===== src/vstk_pkg.sv =====
//------------------------------------------------------------------------------
// Vector store top-k search package
// Shared constants, codes and controller/datapath handshake types.
//------------------------------------------------------------------------------
`default_nettype none

package vstk_pkg;

	localparam int MAX_ENTRIES_DEF = 1024;
	localparam int MAX_DIM_DEF     = 64;
	localparam int MAX_K_DEF       = 16;

	localparam int OP_W     = 2;
	localparam int ID_W     = 64;
	localparam int COMP_W   = 16;
	localparam int STATUS_W = 2;
	localparam int SCORE_W  = 40;
	localparam int COUNT_W  = 11;
	localparam int DIM_REG_W = 7;
	localparam int K_REG_W   = 5;

	localparam logic [OP_W-1:0] OP_ADD      = 2'd0;
	localparam logic [OP_W-1:0] OP_REMOVE   = 2'd1;
	localparam logic [OP_W-1:0] OP_CONTAINS = 2'd2;
	localparam logic [OP_W-1:0] OP_SEARCH   = 2'd3;

	localparam logic [STATUS_W-1:0] ST_OK     = 2'd0;
	localparam logic [STATUS_W-1:0] ST_DUP    = 2'd1;
	localparam logic [STATUS_W-1:0] ST_FULL   = 2'd2;
	localparam logic [STATUS_W-1:0] ST_ABSENT = 2'd3;

	localparam logic signed [63:0] SCORE_MAX64 = 64'sd549755813887;
	localparam logic signed [63:0] SCORE_MIN64 = -64'sd549755813887;
	localparam logic [SCORE_W-1:0] SCORE_PAD   = {1'b1, {(SCORE_W-1){1'b0}}};

	localparam logic REG_DIMENSION = 1'b0;
	localparam logic REG_TOP_K     = 1'b1;

	typedef struct packed {
		logic take;
		logic start;
		logic find_step;
		logic decide;
		logic rd_last;
		logic copy_wr;
		logic id_wr;
		logic scan_issue;
		logic emit_op;
		logic emit_srch;
	} cmd_t;

	typedef struct packed {
		logic go;
		logic go_search;
		logic op_add;
		logic op_remove;
		logic find_end;
		logic match;
		logic found;
		logic full;
		logic copy_last;
		logic scan_end;
		logic pipe_idle;
		logic out_free;
		logic emit_last;
	} sts_t;

endpackage

`default_nettype wire


===== src/vstk_ctrl.sv =====
//------------------------------------------------------------------------------
// Vector store top-k search controller
// Sequences find, copy, scan and result phases for one request at a time.
//------------------------------------------------------------------------------
`default_nettype none

module vstk_ctrl (
	input  wire logic            clk,
	input  wire logic            arst_n,
	input  wire vstk_pkg::sts_t  sts,
	output      vstk_pkg::cmd_t  cmd
);
	typedef enum logic [3:0] {
		S_IDLE, S_FIND_RD, S_FIND_CMP, S_DECIDE, S_COPY_RD, S_COPY_WR,
		S_ID_RD, S_ID_WR, S_SCAN, S_DRAIN, S_EMIT_OP, S_EMIT_SRCH
	} state_t;

	state_t state_q, state_d;

	always_comb begin
		cmd     = '0;
		state_d = state_q;
		case (state_q)
			S_IDLE: begin
				cmd.take  = 1'b1;
				cmd.start = sts.go;
				if (sts.go) begin
					state_d = sts.go_search ? S_SCAN : S_FIND_RD;
				end
			end
			S_FIND_RD: begin
				state_d = sts.find_end ? S_DECIDE : S_FIND_CMP;
			end
			S_FIND_CMP: begin
				cmd.find_step = 1'b1;
				state_d = sts.match ? S_DECIDE : S_FIND_RD;
			end
			S_DECIDE: begin
				cmd.decide = 1'b1;
				if (sts.op_add) begin
					state_d = (sts.found || sts.full) ? S_EMIT_OP : S_COPY_RD;
				end else if (sts.op_remove) begin
					state_d = sts.found ? S_COPY_RD : S_EMIT_OP;
				end else begin
					state_d = S_EMIT_OP;
				end
			end
			S_COPY_RD: begin
				cmd.rd_last = 1'b1;
				state_d = S_COPY_WR;
			end
			S_COPY_WR: begin
				cmd.copy_wr = 1'b1;
				state_d = sts.copy_last ? S_ID_RD : S_COPY_RD;
			end
			S_ID_RD: begin
				cmd.rd_last = 1'b1;
				state_d = S_ID_WR;
			end
			S_ID_WR: begin
				cmd.id_wr = 1'b1;
				state_d = S_EMIT_OP;
			end
			S_SCAN: begin
				cmd.scan_issue = !sts.scan_end;
				if (sts.scan_end) begin
					state_d = S_DRAIN;
				end
			end
			S_DRAIN: begin
				if (sts.pipe_idle) begin
					state_d = S_EMIT_SRCH;
				end
			end
			S_EMIT_OP: begin
				cmd.emit_op = sts.out_free;
				if (sts.out_free) begin
					state_d = S_IDLE;
				end
			end
			S_EMIT_SRCH: begin
				cmd.emit_srch = sts.out_free;
				if (sts.out_free && sts.emit_last) begin
					state_d = S_IDLE;
				end
			end
			default: begin
				state_d = S_IDLE;
			end
		endcase
	end

	always_ff @(posedge clk or negedge arst_n) begin
		if (!arst_n) begin
			state_q <= S_IDLE;
		end else begin
			state_q <= state_d;
		end
	end

endmodule

`default_nettype wire


===== config.mk =====
export PLATFORM = sky130hd
export DESIGN_NAME = vstk_ctrl
export DESIGN_NICKNAME = d
export VERILOG_FILES = /design/src/vstk_pkg.sv /design/src/vstk_ctrl.sv
export SDC_FILE = /design/constraint.sdc
export NUM_CORES = 1
export LEC_CHECK = 0
export ABC_AREA = 0
export BUFFER_PORTS_ARGS = -buffer_cell sky130_fd_sc_hd__buf_2
export CORE_AREA = 5 5 42 44
export CTS_CLUSTER_DIAMETER = 80
export DETAILED_ROUTE_END_ITERATION = 16
export DIE_AREA = 0 0 47 49
export GPL_TIMING_DRIVEN = 0
export PLACE_DENSITY_LB_ADDON = 0.05
export SLEW_MARGIN = 5
export SYNTH_ARGS = -nofsm -noshare
export SYNTH_HDL_FRONTEND = slang
export SYNTH_SLANG_ARGS = --single-unit

===== constraint.sdc =====
create_clock -name clk -period 2 [get_ports clk]
set_input_delay 0.3 -clock clk [delete_from_list [all_inputs] [get_ports clk]]
set_output_delay 0.3 -clock clk [all_outputs]
set_load 0.03 [all_outputs]

==> results of run 1 <==
## through the flow
stage / worst slack, ns / total power [mW]
after floorplan: 0.02599 / 0.6626
after global placement: 0.3102 / 0.8183
after detailed placement: 0.3258 / 0.8188
after CTS: 0.06628 / 0.9275
after global routing: 0.07057 / 1.026
final: 0.1776 / 0.9348
## cells by family (layout without fill, tap and decap cells)
family	count (synthesis)	count (layout)	share of synthesized area
AOI/OAI and AO/OA	13	13	0.2384
buffers and inverters	7	34	0.08429
DFF	4	4	0.2326
muxes	1	1	0.02616
and+or+nand+nor	32	32	0.4186
## cells in the mapped netlist, types with 2 or more instances
| library cell | count |
|---|---|
| o21ai_0 | 3 |
| dfrtp_1 | 4 |
| nand2_1 | 4 |
| nor2_1 | 9 |
| nor3_1 | 5 |
| buf_2 | 2 |
| o22ai_1 | 2 |
| inv_1 | 3 |
| nand3b_1 | 4 |
## where the power goes
| part | switching [mW] | internal [mW] |
|---|---|---|
| Clock | 0.0361 | 0.0673 |
| Combinational | 0.391 | 0.258 |
| Sequential | 0.0626 | 0.120 |
| Total | 0.490 | 0.445 |
## how the worst min path moves through the flow
stage | cells past startpoint | endpoint
finish | 2 | state_q[1]$_DFFE_PN0P_
global route | 2 | state_q[0]$_DFFE_PN0P_
CTS | 2 | state_q[0]$_DFFE_PN0P_
detailed placement | 1 | state_q[0]$_DFFE_PN0P_
global placement | 1 | state_q[1]$_DFFE_PN0P_
floorplan | 0 | state_q[0]$_DFFE_PN0P_
## area by class of cell
cell class              count  area (um2)  share of cell area
multi-input cells          46       309.0              0.5031
repair buffers             25       130.1              0.2118
flip-flops and latches      4       100.1              0.1629
clock buffers               3       22.52             0.03666
plain buffers               3       21.27             0.03462
well taps                  16       20.02             0.03259
inverters                   3       11.26             0.01833
## critical path, stage by stage (launching register included)
cell     delay (ns)
dfrtp_1        0.43
buf_2          0.21
nor4_4         0.29
and2_1         0.17
buf_2          0.19
## repair_timing
action | 4_1_cts | 5_1_grt
endpoints found under the setup margin | 0 | 5
hold buffers | 1 | 0
hold endpoints to repair | 4 | 0
resized for setup | 0 | 1
## per-layer routing
metal,track usage,part of all wire
met2,0.1697,0.43
met3,0.04059,0.090
met4,0.04147,0.0089
met5,0,0
met1,0.1681,0.47
==> out/metrics.yaml, run 1 <==
run_status:
  outcome: "completed"
die:
  die_w_um: 47
  die_y_um: 49
  num_rows: 14
  fp.coreArea_um2: 1401
  io_pins: 25
  die-area_um2: 2303
  start_util: 0.3071
logic_synthesis:
  ys_seq_elements: 4
  syn_nets: 72
  syn_area_um2: 430.4
  synth_cell_types: 30
  ys_top_cells_by_area: "dfrtp_1 23%, nor2_1 7.8%, nand3b_1 7.0%"
  synth-edff-count: 0
  synth.yosys.warnings: 0
  synth_top_area_share: 0.2326
  synth_area_leader_cell: "dfrtp_1"
  synthFlopType: "dfrtp_1"
  yosysSeqAreaShare: 0.2326
  syn-instance-count: 57
  syn_area_per_cell_um2: 7.551
  async_flop_share: 1.000
timing:
  finalCritPeriodShare: 0.9112
  skew_ns: 0.002077
  finalMaxSlewViolations: 0
  hold_viol: 0
  setup_viol: 0
  whs_ns: 0.3897
  max_freq_ghz: 0.5487
  final.setup.tns_ns: 0
  rsz0062_at_grt: "no"
  max_slew_margin: 0.6750
  tightest_slew_ns: 0.4875
  period_minus_slack_ns: 1.822
critical_path:
  reg2reg_to: "state_q[0]$_DFFE_PN0P_"
  endpoint: "cmd[8]"
  crit_type: "register to primary output"
  end_kind: "primary output"
  r2r-start: "state_q[3]$_DFFE_PN0P_"
  reg2reg_slack_ns: 0.30
  crit_start: "state_q[2]$_DFFE_PN0P_"
  r2r_cells: 4
  arrival_ns: 1.52
  cp-start-kind: "register"
  required_ns: 1.70
  worstPathMaxFanout: 10
power_and_ir_drop:
  peakVddDrop_mv: 0.8156
  p_leak_nw: 0.2971
  p_per_area_nw_per_um2: 1522
final_layout:
  postLayoutCoreUtil: 0.4384
  final_cell_mix: "26 x buf_2, 9 x nor2_1, 5 x nor3_1"
  layout-drive-gt1-share: 0.4167
  final_nets: 101
  layout_top_registers: "state_q x4"
  diodes: 0
  nFillCells: 168
  syn_to_final_growth_pct: 42.73
  largest_reg_flops: 4
  instances_no_fill: 100
  top_register: "state_q"
  final_cell_area_um2: 614.3
  final_common_cell: "buf_2"
detailed_routing:
  dr.pass1.iters: 4
  drc: 0
  finalWirelength_mm: 1.241
  first_iter_violations: 6
  vias: 517
  vias_per_cell: 5.170
  wire_per_inst_um: 12.41
  drtAntennaViolNets: 0
run:
  max_cap_violations: 0
place:
  dp_cells: 97
  post-dp-hpwl_um: 962.3
  place_area_um2: 576.8
  gp_congestion: 0.8349
  numPortBuffers: 24
clock_network:
  cts_sinks: 4
  cts_buffers: 3
  clockBufferDepth: 2
  clkLatencyLatePin_ns: 0.24
  cts.htree.levels: 1
  cts_setup_buffers: 0
  cts.clk_slew.worst_paths_ns: 0.04
  root_buffer: "clkbuf_4"
  cts_tree: "done"
global_route:
  antenna_found_initial: 0
  overflow: 0
  grt_pass1_vias: 500
  track_usage: 0.1207
  grt_max_degree: 11
  grt_pass1_wl_mm: 2.083
worst_hold_path:
  hp-class: "input pin to asynchronous set/reset pin"
(Power assumes the default switching activity.)
==> run 2, diff against run 1 <==
- clock period: 2 -> 2.2 ns (I/O delays scaled with it)
==> out/metrics.yaml, run 2 (synthesis gave the netlist of run 1 again) <==
run_status:
  outcome: "completed"  # unchanged
critical_path:
  reg2reg_to: "state_q[0]$_DFFE_PN0P_"  # unchanged
  end_kind: "primary output"  # unchanged
  r2r_cells: 5  # was 4
  required_ns: 1.87  # was 1.70 ns
  crit_chain: "buf_2, nor4_2, and2_1, buf_2"  # was buf_2, nor4_4, and2_1, buf_2
  max_stage_delay_ns: 0.42  # was 0.43 ns
  crit_path_frequent_cell: "buf_2"  # unchanged
  cp-start-kind: "register"  # unchanged
  crit_type: "register to primary output"  # unchanged
  arrival_ns: 1.59  # was 1.52 ns
  r2r-start: "state_q[3]$_DFFE_PN0P_"  # unchanged
  slowest_stage: "dfrtp_1"  # unchanged
  reg2reg_slack_ns: 0.67  # was 0.30 ns
  critPathBufInv: 2  # unchanged
  worstPathMaxFanout: 10  # unchanged
  cp_top_family: "simple AND/OR/NAND/NOR gates"  # unchanged
clock_network:
  clkLatencyLatePin_ns: 0.24  # about the same
  root_buffer: "clkbuf_4"  # unchanged
  cts_buffers: 3  # unchanged
  cts.clk_slew.worst_paths_ns: 0.04  # about the same
  cts.htree.levels: 1  # unchanged
  clockBufferDepth: 2  # unchanged
  cts_resized: 0  # unchanged
  cts_sinks: 4  # unchanged
  cts_tree: "done"  # unchanged
timing:
  rsz0062_at_grt: "no"  # unchanged
  setup_slack_ns: 0.2838  # was 0.1776 ns
  tightest_slew_ns: 0.4155  # was 0.4875 ns
  finalMaxSlewViolations: 0  # unchanged
  period_minus_slack_ns: 1.916
  max_slew_margin: 0.7230  # was 0.6750
  hold_viol: 0  # unchanged
  final.setup.tns_ns: 0  # unchanged
  finalCritPeriodShare: 0.8710
  max_freq_ghz: 0.5219
  setup_viol: 0  # unchanged
  skew_ns: 0.001761  # was 0.002077 ns
final_layout:
  largest_reg_flops: 4  # unchanged
  final_cell_mix: "26 x buf_2, 9 x nor2_1, 5 x nor3_1"  # unchanged
  syn_to_final_growth_pct: 41.57  # was 42.73%
  layout-drive-gt1-share: 0.4118  # was 0.4167
  layout_top_registers: "state_q x4"  # unchanged
  final_cell_area_um2: 609.3  # was 614.3 um2
  diodes: 0  # unchanged
  top_register: "state_q"  # unchanged
  final_nets: 102  # was 101
  final_common_cell: "buf_2"  # unchanged
  postLayoutCoreUtil: 0.4348  # was 0.4384
detailed_routing:
  wire_per_inst_um: 12.09  # was 12.41 um
  finalWirelength_mm: 1.221  # was 1.241 mm
  vias_per_cell: 5.040  # was 5.170
  first_iter_violations: 3  # was 6
  dr.pass1.iters: 4  # unchanged
  drc: 0  # unchanged
  vias: 509  # was 517
  drtAntennaViolNets: 0  # unchanged
global_route:
  grt_util_met1: 0.1681  # unchanged
  grt_max_degree: 11  # unchanged
  use_met2: 0.1697  # unchanged
  grt_pass1_wl_mm: 2.083  # unchanged
  antenna_found_initial: 0  # unchanged
  overflow: 0  # unchanged
  track_usage: 0.1207  # unchanged
  met3_usage: 0.04059  # unchanged
  grt.busiest_layer: "met2"  # unchanged
  grt_pass1_vias: 500  # unchanged
die:
  num_rows: 14  # unchanged
  die_y_um: 49  # unchanged
  fp.coreArea_um2: 1401  # unchanged
  die_w_um: 47  # unchanged
  die-area_um2: 2303  # unchanged
  start_util: 0.3071  # unchanged
  io_pins: 25  # unchanged
run:
  max_cap_violations: 0  # unchanged
power_and_ir_drop:
  peakVddDrop_mv: 0.7298  # was 0.8156 mV
  p_leak_nw: 0.2971  # about the same
  p_per_area_nw_per_um2: 1368  # was 1522 nW/um2
  p_total_mw: 0.8335  # was 0.9348 mW
place:
  place_area_um2: 576.8  # unchanged
  numPortBuffers: 24  # unchanged
  gp_congestion: 0.8349  # unchanged
  post-dp-hpwl_um: 962.3  # unchanged
  pre_cts_ws_ns: 0.4958  # was 0.3258 ns
worst_hold_path:
  hp-class: "input pin to asynchronous set/reset pin"  # unchanged
==> run 2: cell types whose count changed in the layout (fill, tap and decap cells not counted), sizes merged <==
cell,change
clkbuf,+1
==> run 2: power by group <==
| group | switching (mW) | internal (mW) | leakage [nW] | total (mW) |
|---|---|---|---|---|
| registers | 0.0323 | 0.110 | 0.0495 | 0.142 |
| logic | 0.368 | 0.230 | 0.234 | 0.598 |
| clock network | 0.0321 | 0.0611 | 0.0138 | 0.0932 |
==> run 2: layout make-up <==
| class | count | area [um2] |
|---|---|---|
| fillers | 173 | 792.0 |
| multi-input cells | 46 | 300.3 |
| inverters | 3 | 11.26 |
| plain buffers | 4 | 25.02 |
| repair buffers | 25 | 130.1 |
| clock buffers | 3 | 22.52 |
| flip-flops and latches | 4 | 100.1 |
| well taps | 16 | 20.02 |
==> run 2: worst max-delay path by stage <==
stage / startpoint / endpoint / slack (ns) / cells past startpoint
finish: state_q[2]$_DFFE_PN0P_ / cmd[8] / 0.28 / 4
global route: state_q[3]$_DFFE_PN0P_ / cmd[8] / 0.13 / 4
global placement: state_q[3]$_DFFE_PN0P_ / cmd[8] / 0.48 / 4
detailed placement: state_q[2]$_DFFE_PN0P_ / cmd[8] / 0.50 / 4
CTS: state_q[3]$_DFFE_PN0P_ / cmd[8] / 0.24 / 4
floorplan: state_q[2]$_DFFE_PN0P_ / cmd[8] / 0.20 / 3
==> run 2: metrics by stage <==
stage	hold slack, ns	std cells
floorplan	0.03441	57
global placement	0.1367	97
detailed placement	0.1364	97
CTS	0.4164	101
global route	0.4189	101
finish	0.4205	101
==> run 2: timing repair <==
| action | CTS | global route |
|---|---|---|
| endpoints found under the hold margin | 4 | 0 |
| hold buffers | 1 | 0 |
| setup buffers | 0 | 0 |
==> run 2: worst reg2reg max path, stage by stage, from the launching register on <==
cell,delay (ns)
dfrtp_1,0.41
clkbuf_1,0.37
inv_1,0.16
o21ai_0,0.20
nor3_1,0.07
o22a_1,0.20
==> run 2: routing by layer <==
| layer | vias up | share of wire |
|---|---|---|
| met5 | - | 0 |
| met4 | 0 | 0.0082 |
| met3 | 2 | 0.089 |
| met2 | 19 | 0.43 |
| met1 | 225 | 0.47 |
| li1 | 263 | - |
